### config.mk
export PLATFORM = sky130hd
export DESIGN_NAME = lupp_div
export DESIGN_NICKNAME = d
export VERILOG_FILES = /design/src/hdl/assert_macros.svh /design/src/hdl/lupp_pkg.sv /design/src/hdl/lupp_div.sv
export SDC_FILE = /design/constraint.sdc
export NUM_CORES = 1
export LEC_CHECK = 0
export BUFFER_PORTS_ARGS = -buffer_cell sky130_fd_sc_hd__clkbuf_2
export CAP_MARGIN = 20
export CORE_ASPECT_RATIO = 1.4
export CORE_MARGIN = 3
export CORE_UTILIZATION = 60
export DETAILED_ROUTE_END_ITERATION = 12
export PLACE_DENSITY = 0.77
export SLEW_MARGIN = 40
export SYNTH_ARGS = -nofsm -noshare
export SYNTH_HDL_FRONTEND = slang
export SYNTH_SLANG_ARGS = --single-unit
### constraint.sdc
create_clock -name i_clk -period 6.7 [get_ports i_clk]
set_clock_uncertainty 0.1 [all_clocks]
set_input_delay 1.34 -clock i_clk [delete_from_list [all_inputs] [get_ports i_clk]]
set_output_delay 1.34 -clock i_clk [all_outputs]
set_load 0.03 [all_outputs]
### src/hdl/assert_macros.svh
// assertion helpers shared by the rtl
`ifndef ASSERT_MACROS_SVH
`define ASSERT_MACROS_SVH

// property that must hold whenever reset is released
`define CHK(label, prop, msg) \
    label: assert property (@(posedge i_clk) disable iff (!i_rst_n) (prop)) else $error(msg);

// implication checked on the next cycle
`define CHK_NEXT(label, ante, cons, msg) \
    label: assert property (@(posedge i_clk) disable iff (!i_rst_n) (ante) |=> (cons)) \
        else $error(msg);

`endif

### src/hdl/lupp_pkg.sv
// ----------------------------------------------------------------------------
// lupp_pkg
// types, constants and arithmetic helpers for the lu factorization block
// ----------------------------------------------------------------------------
package lupp_pkg;
    localparam int MaxDim   = 8;
    localparam int FracBits = 16;
    localparam int IdxW     = 3;
    localparam int CntW     = 7;

    localparam logic [0:0] RegSize = 1'b0;
    localparam logic [0:0] RegThr  = 1'b1;

    typedef logic signed [31:0] t_word;

    typedef enum logic [3:0] {
        S_LOAD, S_PSCAN, S_SWAP, S_DIVSTART, S_DIVWAIT, S_MUL1, S_MUL2, S_MUL3,
        S_EMIT
    } t_state;

    // row cell control
    typedef struct packed {
        logic       wr;
        logic [2:0] col;
        t_word      data;
    } t_cell_wr;

    function automatic t_word sat32(input logic signed [65:0] v);
        if (v > 66'sd2147483647) return 32'sh7fffffff;
        if (v < -66'sd2147483648) return 32'sh80000000;
        return v[31:0];
    endfunction
endpackage

### src/hdl/lupp_div.sv
// ----------------------------------------------------------------------------
// lupp_div
// restoring divider, one quotient bit per cycle, signed with saturation
// ----------------------------------------------------------------------------
module lupp_div (
    input  logic            i_clk,
    input  logic            i_rst_n,
    input  logic            i_go,
    input  lupp_pkg::t_word i_num,
    input  lupp_pkg::t_word i_den,
    output logic            o_done,
    output lupp_pkg::t_word o_quo
);
    import lupp_pkg::*;

    localparam int NumW = 32 + FracBits;

    logic [NumW-1:0] r_num, n_num;
    logic [32:0]     r_rem, n_rem;
    logic [31:0]     r_den, n_den;
    logic [5:0]      r_cnt, n_cnt;
    logic            r_busy, n_busy, r_neg, n_neg, r_done, n_done;
    logic [33:0]     trial;
    logic signed [NumW+1:0] q_signed;
    logic [31:0]     a_abs, d_abs;

    assign a_abs = i_num[31] ? 32'(-i_num) : 32'(i_num);
    assign d_abs = i_den[31] ? 32'(-i_den) : 32'(i_den);
    assign trial = {r_rem, r_num[NumW-1]} - {2'b0, r_den};
    assign q_signed = r_neg ? -$signed({2'b0, r_num}) : $signed({2'b0, r_num});

    always_comb begin
        n_num = r_num; n_rem = r_rem; n_den = r_den; n_cnt = r_cnt;
        n_busy = r_busy; n_neg = r_neg; n_done = 1'b0;
        if (i_go) begin
            n_num  = {a_abs, {FracBits{1'b0}}};
            n_rem  = '0;
            n_den  = d_abs;
            n_cnt  = 6'(NumW);
            n_busy = 1'b1;
            n_neg  = i_num[31] ^ i_den[31];
        end else if (r_busy) begin
            if (!trial[33]) begin
                n_rem = trial[32:0];
                n_num = {r_num[NumW-2:0], 1'b1};
            end else begin
                n_rem = {r_rem[31:0], r_num[NumW-1]};
                n_num = {r_num[NumW-2:0], 1'b0};
            end
            n_cnt = r_cnt - 6'd1;
            if (r_cnt == 6'd1) begin
                n_busy = 1'b0;
                n_done = 1'b1;
            end
        end
    end

    always_ff @(posedge i_clk) begin
        if (!i_rst_n) begin
            r_busy <= 1'b0;
            r_done <= 1'b0;
        end else begin
            r_busy <= n_busy;
            r_done <= n_done;
        end
        r_num <= n_num; r_rem <= n_rem; r_den <= n_den;
        r_cnt <= n_cnt; r_neg <= n_neg;
    end

    assign o_done = r_done;
    assign o_quo  = sat32(66'(q_signed));
endmodule

=== Word-level counts from Yosys, hierarchy flattened ===
Index checks and enable logic that the tools add are counted.

* Input port bits: 67
* Logic and storage cells: 40
* Output and inout port bits: 33
* Register bits: 122

* Muxes and demuxes: 18
* Magnitude comparators: 2
* Eq/ne operators: 1
* Add/sub/neg operators: 5
* Bitwise operators: 3
* Reductions and logical operators: 2

{| class="wikitable"
|+ Operators by type and width
! operator !! number
|-
| 32-bit two-way mux || 5
|-
| 48-bit two-way mux || 2
|-
| 32-bit negation || 2
|-
| 50-bit by 32-bit greater-than comparator with 1-bit output, second input constant || 1
|-
| 50-bit by 32-bit < comparator with 1-bit output, second input constant || 1
|-
| 50-bit two-way mux || 1
|-
| 48-bit negation with 50-bit output || 1
|-
| 34-bit by 32-bit subtractor with 34-bit output || 1
|-
| 33-bit two-way mux || 1
|-
| 31-bit two-way mux || 1
|-
| 1-bit two-way mux || 8
|-
| 6-bit by 1-bit equality test with 1-bit output, second input constant || 1
|-
| 6-bit by 1-bit subtractor with 6-bit output, second input constant || 1
|-
| 3-bit OR reduction || 1
|-
| 1-bit inverter || 2
|-
| 2-bit nonzero test || 1
|-
| 1-bit bitwise XOR || 1
|}

=== Logic depth before layout (Yosys ltp) ===
* Word-level depth: 7
* Mapped depth: 13
* Depth with buffers taken out: 12

=== Worst setup path after synthesis ===
OpenSTA, ideal clock, no wires.

* Kind: flip-flop to output port
* From: register r_num[7]
* To: output port o_quo[10]
* Buffers on the path: 3
* Arrival: 4.562 ns
* Slack: 0.698 ns
* Cell stages (with the launch flop): 13
* Data required time: 5.260 ns
* Path through: dfxtp_1 -> or4_4 -> or4b_1 -> buf_2 -> or3_1 -> buf_2 -> o31a_1 -> xnor2_1 -> or4_1 -> or4_2 -> and2_4 -> clkbuf_2 -> o21ai_0

* Word-level cells in the longest chain between the ends: 7
* Elaborated cells on any way between the ends: 10
* Those cells by class: add/sub: 1; order compare: 2; mux: 7

{| class="wikitable"
|+ RTL lines
! item !! line !! text
|-
| start, declared || lupp_div.sv:18 || <nowiki>logic [NumW-1:0] r_num, n_num;</nowiki>
|-
| start signal, assigned || lupp_div.sv:66 || <nowiki>r_num <= n_num; r_rem <= n_rem; r_den <= n_den;</nowiki>
|-
| 48-bit negation with 50-bit output || lupp_div.sv:30 || <nowiki>assign q_signed = r_neg ? -$signed({2'b0, r_num}) : $signed({2'b0, r_num});</nowiki>
|-
| 50-bit two-way mux * || lupp_div.sv:30 ||
|-
| 50-bit by 32-bit < comparator with 1-bit output || lupp_pkg.sv:30 || <nowiki>if (v < -66'sd2147483648) return 32'sh80000000;</nowiki>
|-
| 1-bit two-way mux (2 in a row) || lupp_pkg.sv:30 ||
|-
| 32-bit two-way mux || lupp_pkg.sv:31 || <nowiki>return v[31:0];</nowiki>
|-
| 32-bit two-way mux * || lupp_pkg.sv:30 ||
|-
| end, declared || lupp_div.sv:12 || <nowiki>output lupp_pkg::t_word o_quo</nowiki>
|}

Mark *: on every way between the ends. The rest lies on a longest branch, timed or not. The select of a mux whose other input is x is not followed.

=== Worst setup path after layout ===
* From: register r_num[7]
* To: output port o_quo[14]

The elaborated chain is that of the path after synthesis.

==> run summary <==
Outcome -> finished clean
Max incr delay on CP -> 0.70 ns
Placed instance area -> 9970 µm²
Required time worst endpoint -> 5.26 ns
RePlAce Congestion -> 0.967
GR Util met2 -> 48.0%
Htree depth -> 4
Crit path setup slack, layout -> 0.280 ns
Clock Path Buffers -> 2
TNS Setup -> 0 ns
Worst-Skew Late Latency -> 0.42 ns
Setup repair bufs after CTS -> 0
Area of the die -> 17300 µm²
VDD IR max -> 0.142 mV
Hold Path Depth -> 2
WP buf/inv -> 1
Antenna violations before repair -> 0
Crit path cell chain -> or4_4, or4b_1, or3_1, o31a_1, xnor2_1, or4_1, or4_2, and2_4, o21ai_0, clkbuf_2
# diodes -> 0
Fin. Hold Viols -> 0
Crit path max-delay family -> simple AND/OR/NAND/NOR gates
Grt met1 use -> 30.7%
Fmax -> 156 MHz
Hold path endpoint -> r_rem[26]
CTS Buf Count -> 17
First-pass GRT wire length -> 38100 µm
WP data arrival -> 4.98 ns
Sequential cell area -> 3100 µm²
Nets -> 1314
Initial drt markers -> 545
PD cells -> 247 nW/µm²
Placement Setup Slack -> 0.711 ns
Synth top area cells -> edfxtp_1, dfxtp_1, xnor2_1
Worst hold path class -> reg2reg
Clk sinks -> 122
Yosys cell types -> 77
EDFF count, synth -> 65
Core area -> 15200 µm²
GRT busiest layer -> met2
Synth top area share -> 20.7%
Vias in the first global route -> 8280
Slowest-stage cell, CP -> or4b_1
Total wire length -> 23000 µm
R2R Path End -> r_num[0]
Max cap viols -> 0
Mapped Cells -> 1144
LEAKAGE -> 4.24 nW
Routed WL per cell -> 16.3 µm
Vias per cell -> 6.10
Largest net degree at the start of global routing -> 81
Final period util -> 95.8%
Layout cell share with drive strength beyond 1 -> 14.5%
Final min period -> 6.42 ns
First-pass iteration count of the detailed router -> 5
Avg Inst Size Synth -> 8.24 µm²
Vias -> 8622
Rows -> 53
TritonCTS clock tree -> built
Die Wd -> 112 µm
Ys async rst share -> 0%
R2R Setup Slk -> 2.67 ns
Residual DRC -> 0
Initial core utilization -> 62.1%
Worst-margin pin slew -> 0.788 ns
Worst reg-to-reg path cell count -> 12
Yosys reg bits -> 122
RSZ-0062 raised after global routing -> false
Hold Buf Count CTS -> 0
Multi-input logic area -> 5830 µm²
Sequential element share of the synthesized area -> 32.8%
R2R Path Start -> r_den[28]
Power consumption -> 2.61 mW
Mapped Nets -> 1249
GRT met3 Usage -> 4.31%
# fillers -> 1281
Post-Syn Area -> 9430 µm²
Slew HR -> 47.5%
Post-CTS Resized -> 0
Post-route ant nets -> 0
Area added between synthesis and finish -> 12.1%
Crit path kind -> reg2out
Final setup violation count -> 0
Clock root buffer -> clkbuf_16
IO Port Bufs -> 99
IO Pins -> 100
Worst-path clk slew -> 0.07 ns
Total gr overflow -> 0
Design Area, Final -> 10600 µm²
Die Ht -> 154 µm
Hold_sp -> r_rem[26]
Largest fanout on the critical path -> 29
CP startpoint kind -> flip-flop
Commonest cells in the netlist -> nand2_1, o21ai_0, nor2_1
Synth area leader -> edfxtp_1
Ys flop type -> edfxtp_1
Final HPWL DP -> 16700 µm
Endpoint class of the critical path -> primary output
Warnings, synthesis -> 0
Total track usage -> 26.4%
Most common cell in the netlist -> nand2_1
Fin. max-slew vios -> 0
==> layer usage <==
layer	up-vias	wire length [µm]
li1	4266	-
met4	0	622
met3	62	1170
met1	4006	9310
met2	288	11900
met5	-	0
==> through the flow <==
stage          util [%]  std cells  hold WS (ns)
6_report           69.6       1414         0.384
5_1_grt            69.6       1414         0.417
4_1_cts            69.6       1414         0.389
3_5_place_dp       65.7       1382         0.375
3_3_place_gp       65.6       1382         0.365
2_1_floorplan         -       1144         0.345
==> how the worst max path moves through the flow <==
stage	startpoint	to	slack, ns	depth (start not counted)
2_1_floorplan	r_num[7]	o_quo[10]	0.70	12
3_3_place_gp	r_num[7]	o_quo[13]	0.83	10
3_5_place_dp	r_num[7]	o_quo[2]	0.71	10
4_1_cts	r_num[7]	o_quo[2]	0.26	10
5_1_grt	r_num[7]	o_quo[2]	0.06	10
6_report	r_num[7]	o_quo[14]	0.28	10
==> power by group <==
group          total, mW  internal, mW  switching [mW]
clock network      0.933         0.548           0.385
logic              0.739         0.287           0.451
registers          0.940         0.866          0.0739
==> flip-flops by register name (all words and copies together), names as in the netlist <==
register / count
o_done: 1
r_busy: 1
r_cnt: 6
r_den: 32
r_neg: 1
r_num: 48
r_rem: 33
==> final cells by class <==
class                           count  area share, %
Clock buffer                       18           4.26
Timing Repair Buffer              108           5.35
Clock inverter                     14           1.38
Multi-Input combinational cell    896           55.2
Tap cell                          192           2.27
Inverter                           64           2.27
Sequential cell                   122           29.3
==> worst register-to-register path, stage by stage, from the launching register on <==
cell,delay [ns]
edfxtp_1,0.33
inv_1,0.04
ha_1,0.38
a21oi_1,0.32
o21ai_0,0.26
a2111oi_0,0.55
o21ai_0,0.22
or2_2,0.34
o21ai_2,0.55
buf_4,0.42
nor2_1,0.18
a21oi_1,0.15
nor2_1,0.06
==> cells in the final DEF (no fill, tap or decap), drive strengths merged, types with 9 or more instances in the layout <==
cell type / netlist / routed
or3: 21 / 21
xnor2: 75 / 75
nand2b: 18 / 18
nand2: 130 / 130
o31ai: 34 / 34
a21oi: 64 / 64
mux2i: 29 / 29
inv: 64 / 75
nor2: 96 / 96
clkbuf: 48 / 116
a21o: 9 / 9
o21ai: 109 / 109
buf: 14 / 10
ha: 37 / 37
nor4: 14 / 14
xor2: 50 / 50
edfxtp: 65 / 65
dfxtp: 57 / 57
nand3: 17 / 17
a211oi: 23 / 23
o41ai: 18 / 18
nor3: 24 / 24
or4: 14 / 14
==> cells by family (layout without fill, tap and decap cells) <==
family                   Yosys count  in the layout  synth area share (%)
AO/OA/AOI/OAI                    316            316                  21.8
XOR/XNOR                         125            125                  11.6
adder cells (fa/ha/maj)           38             38                  5.12
buffers and inverters            126            204                  5.43
flip-flops                       122            122                  32.8
multiplexers                      33             33                  3.56
AND/OR/NAND/NOR                  384            384                  19.7
Power figures use the tool's default switching activity.
