**src/hdl/assert_macros.svh**
```systemverilog
// assertion helpers shared by the rtl
`ifndef ASSERT_MACROS_SVH
`define ASSERT_MACROS_SVH

// property that must hold whenever reset is released
`define CHK(label, prop, msg) \
    label: assert property (@(posedge i_clk) disable iff (!i_rst_n) (prop)) else $error(msg);

// implication checked on the next cycle
`define CHK_NEXT(label, ante, cons, msg) \
    label: assert property (@(posedge i_clk) disable iff (!i_rst_n) (ante) |=> (cons)) \
        else $error(msg);

`endif

```
**src/hdl/lupp_pkg.sv**
```systemverilog
// ----------------------------------------------------------------------------
// lupp_pkg
// types, constants and arithmetic helpers for the lu factorization block
// ----------------------------------------------------------------------------
package lupp_pkg;
    localparam int MaxDim   = 8;
    localparam int FracBits = 16;
    localparam int IdxW     = 3;
    localparam int CntW     = 7;

    localparam logic [0:0] RegSize = 1'b0;
    localparam logic [0:0] RegThr  = 1'b1;

    typedef logic signed [31:0] t_word;

    typedef enum logic [3:0] {
        S_LOAD, S_PSCAN, S_SWAP, S_DIVSTART, S_DIVWAIT, S_MUL1, S_MUL2, S_MUL3,
        S_EMIT
    } t_state;

    // row cell control
    typedef struct packed {
        logic       wr;
        logic [2:0] col;
        t_word      data;
    } t_cell_wr;

    function automatic t_word sat32(input logic signed [65:0] v);
        if (v > 66'sd2147483647) return 32'sh7fffffff;
        if (v < -66'sd2147483648) return 32'sh80000000;
        return v[31:0];
    endfunction
endpackage

```
**src/hdl/lupp_row_cell.sv**
```systemverilog
// ----------------------------------------------------------------------------
// lupp_row_cell
// one stored row of the matrix; hands its word at the read column down the chain
// ----------------------------------------------------------------------------
module lupp_row_cell (
    input  logic               i_clk,
    input  lupp_pkg::t_cell_wr i_wr,
    input  logic [2:0]         i_rd_col,
    input  lupp_pkg::t_word    i_chain,
    input  logic               i_sel,
    output lupp_pkg::t_word    o_chain
);
    import lupp_pkg::*;

    t_word r_row [MaxDim];

    always_ff @(posedge i_clk) begin
        if (i_wr.wr) begin
            r_row[i_wr.col] <= i_wr.data;
        end
    end

    // selected cell drives its word, others pass the neighbor's word
    assign o_chain = i_sel ? r_row[i_rd_col] : i_chain;
endmodule

```
**config.mk**
```make
export PLATFORM = sky130hd
export DESIGN_NAME = lupp_row_cell
export DESIGN_NICKNAME = d
export VERILOG_FILES = /design/src/hdl/assert_macros.svh /design/src/hdl/lupp_pkg.sv /design/src/hdl/lupp_row_cell.sv
export SDC_FILE = /design/constraint.sdc
export NUM_CORES = 1
export LEC_CHECK = 0
export CAP_MARGIN = 20
export CORE_MARGIN = 5
export CORE_UTILIZATION = 63
export DETAILED_ROUTE_END_ITERATION = 7
export DONT_BUFFER_PORTS = 1
export PLACE_DENSITY_LB_ADDON = 0.3
export SLEW_MARGIN = 20
export SYNTH_ARGS = -nofsm -noshare
export SYNTH_HDL_FRONTEND = slang
export SYNTH_SLANG_ARGS = --single-unit
export TNS_END_PERCENT = 1
```
**constraint.sdc**
```tcl
create_clock -name i_clk -period 4 [get_ports i_clk]
set_input_delay 0.2 -clock i_clk [delete_from_list [all_inputs] [get_ports i_clk]]
set_output_delay 0.2 -clock i_clk [all_outputs]
set_load 0.05 [all_outputs]
```
After elaboration in Yosys (flattened, before gate mapping). Memories as Yosys holds them, arrays and structs flattened. Cells that the tools add are included. Widths: inputs -> output; s select.

Bits in registers: 0. RAM bits: 256. Bits of input ports: 73. Word-level logic and storage cells: 4. Memories: 1.

Multiplexer cells: 3.

Memories: r_row (depth 8, width 32, rd ports 1, clocked after Yosys merged registers in 0, wr ports 1, RTL line lupp_row_cell.sv:15) `t_word r_row [MaxDim];`.

Operators by type and width (count): $mux 32 (1); $mux 1 (2).

Longest topological paths before layout. Gate-level depths: netlist of the first run.

Depth in word-level cells: 2. Depth in mapped cells: 6. Gate-level depth less buffers: 3.

Worst setup path after synthesis of the first run. OpenSTA, ideal clock, no wires.

Kind: input-to-reg. From: input port i_wr[34] (netlist name). To: memory r_row[0][0] (netlist name) (enable). Arrival: 2.586 ns. Required time: 3.539 ns. Setup slack: 0.953 ns. Cell stages on the path: 2. Path buffers: 0. Cell sequence: nand2b_1 nor3_1.

RTL lines: start, declared (RTL line lupp_row_cell.sv:7) `input lupp_pkg::t_cell_wr i_wr,`; end, declared (RTL line lupp_row_cell.sv:15).

No word-level cell before the write port.

Worst setup path after layout of the first run.
From: input port i_rd_col[1]. To: output port o_chain[19].

Cells in the longest elaborated chain, start to end: 2.

RTL lines: start, declared (RTL line lupp_row_cell.sv:8) `input logic [2:0] i_rd_col,`; $mem_v2 8x32; $mux 32 (RTL line lupp_row_cell.sv:24) `assign o_chain = i_sel ? r_row[i_rd_col] : i_chain;`; end, declared (RTL line lupp_row_cell.sv:11) `output lupp_pkg::t_word o_chain`.

Every way passes these cells.

==> results of run 1 <==
per-layer routing:
| metal | share of wire, % | vias to the layer above | wire length (µm) |
|---|---|---|---|
| met4 | 1.7 | 0 | 350 |
| met1 | 42 | 2738 | 8490 |
| met2 | 50 | 178 | 10100 |
| li1 | - | 2463 | - |
| met3 | 5.9 | 32 | 1190 |
| met5 | 0 | - | 0 |
worst max path at each step:
stage	start	to	cells past startpoint
floorplan	i_wr[34]	r_row[0][0]$_DFFE_PP_	2
global placement	i_rd_col[1]	o_chain[13]	3
detailed placement	i_rd_col[1]	o_chain[21]	3
CTS	r_row[2][19]$_DFFE_PP_	o_chain[19]	3
global route	r_row[2][19]$_DFFE_PP_	o_chain[19]	3
finish	i_rd_col[1]	o_chain[19]	3
critical path: stages:
cell	delay [ns]
nor2b_4	0.80
a22oi_1	0.26
a41o_1	0.48
power breakdown:
| group | internal (µW) | total [µW] | switching [µW] |
|---|---|---|---|
| Sequential | 3040 | 3070 | 20.4 |
| Clock | 1140 | 2020 | 882 |
| Combinational | 131 | 398 | 268 |
| Total | 4310 | 5480 | 1170 |
Yosys cell counts:
cell | number | area (µm²)
edfxtp_1 | 256 | 7690
mux2i_1 | 96 | 961
nor2b_1 | 65 | 407
a211o_1 | 32 | 280
a22oi_1 | 32 | 240
a41o_1 | 32 | 320
nand3_1 | 32 | 160
buf_6 | 15 | 169
clkbuf_1 | 13 | 48.8
buf_2 | 12 | 60.1
nor2_1 | 6 | 22.5
nand2b_1 | 3 | 18.8
buf_4 | 2 | 15.0
nand2_1 | 2 | 7.51
nor3_1 | 2 | 10.0
buf_8 | 1 | 15.0
nand2b_4 | 1 | 13.8
nor2_2 | 1 | 6.26
area by class of cell:
cell class,count,area (µm²)
clock buffer,31,648
clock inverter,11,51.3
fill,993,4800
multi-input combinational,304,2510
sequential,256,7690
tap,220,275
timing repair buffer,38,425
stage by stage:
step	area [µm²]	setup slack, ns
floorplan	10400	0.953
global placement	10500	2.11
detailed placement	10500	2.08
CTS	11500	2.03
global route	11600	1.98
finish	11600	2.04
logic make-up (layout without fill, tap and decap cells):
logic type / count (synthesis) / after routing / share of synthesized area [%]
AOI/OAI and AO/OA: 96 / 96 / 8.05
and+or+nand+nor: 112 / 112 / 6.18
buffers and inverters: 43 / 80 / 2.95
muxes: 96 / 96 / 9.20
DFF: 256 / 256 / 73.6
cells in the final DEF (no fill, tap or decap):
cell and n:
a211o_1 32, a22oi_1 32, a41o_1 32, buf_16 3, buf_4 3, clkbuf_1 6, clkbuf_16 25, clkinv_1 8
clkinv_2 1, clkinvlp_4 1, dlygate4sd3_1 32, edfxtp_1 256, inv_6 1, mux2i_1 96, nand2_1 2, nand2b_1 3
nand2b_4 1, nand3_1 32, nor2_4 7, nor2b_1 64, nor2b_4 1, nor3_2 2
==> metrics.cfg, run 1 <==
[timing]
clock.fmax_mhz = 510
post-route-period-util_pct = 49.0
max_slew.worst_pin.slew_ns = 1.09
post-route-min-period_ns = 1.96
relSlewSlack_pct = 27.1
holdWs_ns = 0.127
tns_ns = 0
grt_setup_unrepaired = false
drv_slew = 0
hold_viol = 0
setup_viol = 0

[critical_path]
end_kind = output port
path_max_fanout = 35
startpoint_type = primary input
required_ns = 3.80
cp.arrival_ns = 1.76
criticalPathCategory = in2out

[pwr]
power.density_mw_per_mm2 = 473
total_power_uw = 5480
power.leakage_uw = 0.00399
vdd_drop_max_v = 0.000425

[global_route]
grt_pass1_vias = 5542
antenna_found_initial = 0
grtUsageMet2_pct = 34.6
grt_use_total_pct = 20.5
grt_pass1_wl_um = 31000
globalRouteMet1Util_pct = 27.8
grt_use_met3_pct = 4.17
gr-total-overflow = 0
grt_max_degree = 161
grt_busiest_layer = met2

[hold_path]
whs_path_depth = 2
hold_end = r_row[4][19]$_DFFE_PP_
holdCritStartpoint = i_wr[32]
hold_class = in2reg

[synthesis]
synth_cell_types = 18
synthCells = 603
synth_warnings = 0
syn_area_per_cell_um2 = 17.3
syn_nets = 676
yosysSeqAreaShare_pct = 73.6
ys_ff_latch = 256
synth_area_mm2 = 0.0104

[cts]
ctsHoldBuffers = 32
clock-sinks = 256
post_cts_buffers = 0
cts-buffers-inserted = 25
cts_buffer_depth = 3
tritoncts = yes
cts_resized = 0
cts_root_buf = clkbuf_16
path_clk_slew_ns = 0.06
cts-htree-levels = 1

[final_layout]
diodes = 0
top_register = r_row
area_delta_synth_final_pct = 11.1
largest_registers = r_row x256
layout-drive-gt1-share_pct = 7.03
largest_reg_flops = 256
nNetsFinal = 698
stdcell_count = 860
final_util_pct = 70.7

[status]
status = finished clean

[detailed_routing]
routed_wirelength_um = 20100
wl_per_cell_um = 23.4
viasPerCell = 6.29
drt_iter0_markers = 390
vias = 5411
firstDrtPassIters = 4
drcViolationCount = 0
ant_nets = 0

[floorplanning]
die_x_um = 139
die_area_mm2 = 0.0193
num_io_pins = 105
start_util_pct = 63.6
coreArea_mm2 = 0.0164
rows = 47
die_h_um = 139

[placement]
hpwlAfterDp_um = 10800
io_buffers = 0
gp_congestion = 0.714
placed_cells = 784

[flow_run]
max_cap_violations = 0

Note: power is estimated with default switching activity, not from simulation.
==> run 2: changes to the inputs <==
--- a/config.mk
+++ b/config.mk
@@ -7,7 +7,7 @@
 export LEC_CHECK = 0
 export CAP_MARGIN = 20
 export CORE_MARGIN = 5
-export CORE_UTILIZATION = 63
+export CORE_UTILIZATION = 57
 export DETAILED_ROUTE_END_ITERATION = 7
 export DONT_BUFFER_PORTS = 1
 export PLACE_DENSITY_LB_ADDON = 0.3
==> constraint.sdc (replaced) <==
create_clock -name i_clk -period 1.8 [get_ports i_clk]
set_input_delay 0.09 -clock i_clk [delete_from_list [all_inputs] [get_ports i_clk]]
set_output_delay 0.09 -clock i_clk [all_outputs]
set_load 0.05 [all_outputs]
==> run 2 against run 1 <==
Sequential share of layout area shrank 1.4 points; global-route usage shrank 1.8 points; die area grew 9.7%; critical path type is now reg2out.
==> metrics.cfg, run 2 (synthesized netlist as in run 1, its figures left out) <==
[cts]
cts-htree-levels = 1
clock-sinks = 256
cts-buffers-inserted = 26
path_clk_slew_ns = 0.06
tritoncts = yes
cts_buffer_depth = 3
cts_root_buf = clkbuf_16

[global_route]
grt_max_degree = 161
gr-total-overflow = 0
grt_busiest_layer = met2
grtUsageMet2_pct = 31.5
grt_pass1_wl_um = 31500
grt_use_met3_pct = 3.55
antenna_found_initial = 0
grt_use_total_pct = 18.8
grt_pass1_vias = 5506
globalRouteMet1Util_pct = 25.4

[critical_path]
required_ns = 1.71
startpoint_type = flip-flop
cp.arrival_ns = 1.67
criticalPathCategory = reg2out
end_kind = output port
path_max_fanout = 1

[timing]
relSlewSlack_pct = 34.8
clock.fmax_mhz = 569
max_slew.worst_pin.slew_ns = 0.976
setup_viol = 0
grt_setup_unrepaired = false
tns_ns = 0
drv_slew = 0
post-route-period-util_pct = 97.7
hold_viol = 0
post-route-min-period_ns = 1.76

[final_layout]
fill_cells = 1237
final_common_cell = edfxtp_1
layout-drive-gt1-share_pct = 10.9
nNetsFinal = 713
final_cell_mix = edfxtp_1 (256), mux2i_1 (96), nor2b_1 (64), dlygate4sd3_1 (35)
area_delta_synth_final_pct = 13.4
largest_reg_flops = 256
multiInputGateArea_mm2 = 0.00254
largest_registers = r_row x256
diodes = 0
seq_area_mm2 = 0.00769
top_register = r_row

[placement]
gp_congestion = 0.741
io_buffers = 0
hpwlAfterDp_um = 11600

[detailed_routing]
vias = 5371
firstDrtPassIters = 5
routed_wirelength_um = 20500
viasPerCell = 6.05
ant_nets = 0
wl_per_cell_um = 23.0
drcViolationCount = 0
drt_iter0_markers = 432

[flow_run]
max_cap_violations = 0

[floorplanning]
die_h_um = 145
num_io_pins = 105
start_util_pct = 57.9
coreArea_mm2 = 0.0180
die_area_mm2 = 0.0211
die_x_um = 145
rows = 49

[hold_path]
hold_class = in2reg
whs_path_depth = 2

[pwr]
vdd_drop_max_v = 0.000810
total_power_uw = 12500
power.density_mw_per_mm2 = 1060
power.leakage_uw = 0.00409

[status]
status = finished clean

==> run 2: cell types whose count changed in the layout (fill, tap and decap cells not counted), moves of 2 or more <==
cell / previous run / this run
a41o_1: 32 / 21
a41o_2: 0 / 11
buf_12: 0 / 7
buf_4: 3 / 10
buf_16: 3 / 0
clkinv_2: 1 / 4
dlygate4sd3_1: 32 / 35
clkbuf_16: 25 / 27
nor3_2: 2 / 0
nor3_4: 0 / 2
==> run 2: layout make-up <==
| type | count | area share (%) |
|---|---|---|
| Multi-Input combinational cell | 304 | 21.5 |
| Clock buffer | 34 | 5.93 |
| Timing Repair Buffer | 52 | 4.77 |
| Clock inverter | 13 | 0.518 |
| Tap cell | 229 | 2.42 |
| Sequential cell | 256 | 64.9 |
==> run 2: worst paths after layout <==
path                   start                     end
max   r_row[4][19]$_DFFE_PP_             o_chain[19]
min                 i_wr[32]  r_row[3][16]$_DFFE_PP_
==> run 2: report_power, final <==
| part | internal (µW) | switching, µW | total (µW) |
|---|---|---|---|
| logic | 315 | 600 | 916 |
| registers | 6760 | 43.1 | 6810 |
| clock network | 2730 | 2040 | 4770 |
| total | 9810 | 2690 | 12500 |
==> run 2: worst max-delay path, cell delays in order (launching register included) <==
cell	delay (ns)
edfxtp_1	0.35
nor2b_1	0.15
a211o_1	0.25
a41o_1	0.43
==> run 2: repair_timing <==
item	in CTS	in global routing
endpoints found under the setup margin	1	11
hold buffers	35	0
setup buffers	0	0
endpoints found under the hold margin	302	0
pin swaps	0	1
gates resized for setup	1	10
==> run 2: routing by layer <==
| metal | up-vias | routed length (µm) | share of wire, % |
|---|---|---|---|
| met4 | 0 | 420 | 2.1 |
| li1 | 2494 | - | - |
| met3 | 32 | 1160 | 5.6 |
| met5 | - | 0 | 0 |
| met2 | 149 | 10300 | 50 |
| met1 | 2696 | 8610 | 42 |
==> run 2: stage by stage <==
stage | setup WS (ns) | hold WS (ns) | util (%) | std cells | instance area [µm²]
CTS | 0.00158 | 0.000288 | 65.6 | 888 | 11800
detailed placement | 0.0563 | 0.189 | 59.5 | 806 | 10700
floorplan | -0.280 | 0.189 | - | 603 | 10500
finish | 0.0414 | 0.0193 | 65.7 | 888 | 11800
global route | 0.00193 | 0.00863 | 65.7 | 888 | 11800
global placement | 0.0814 | 0.189 | 59.5 | 806 | 10700
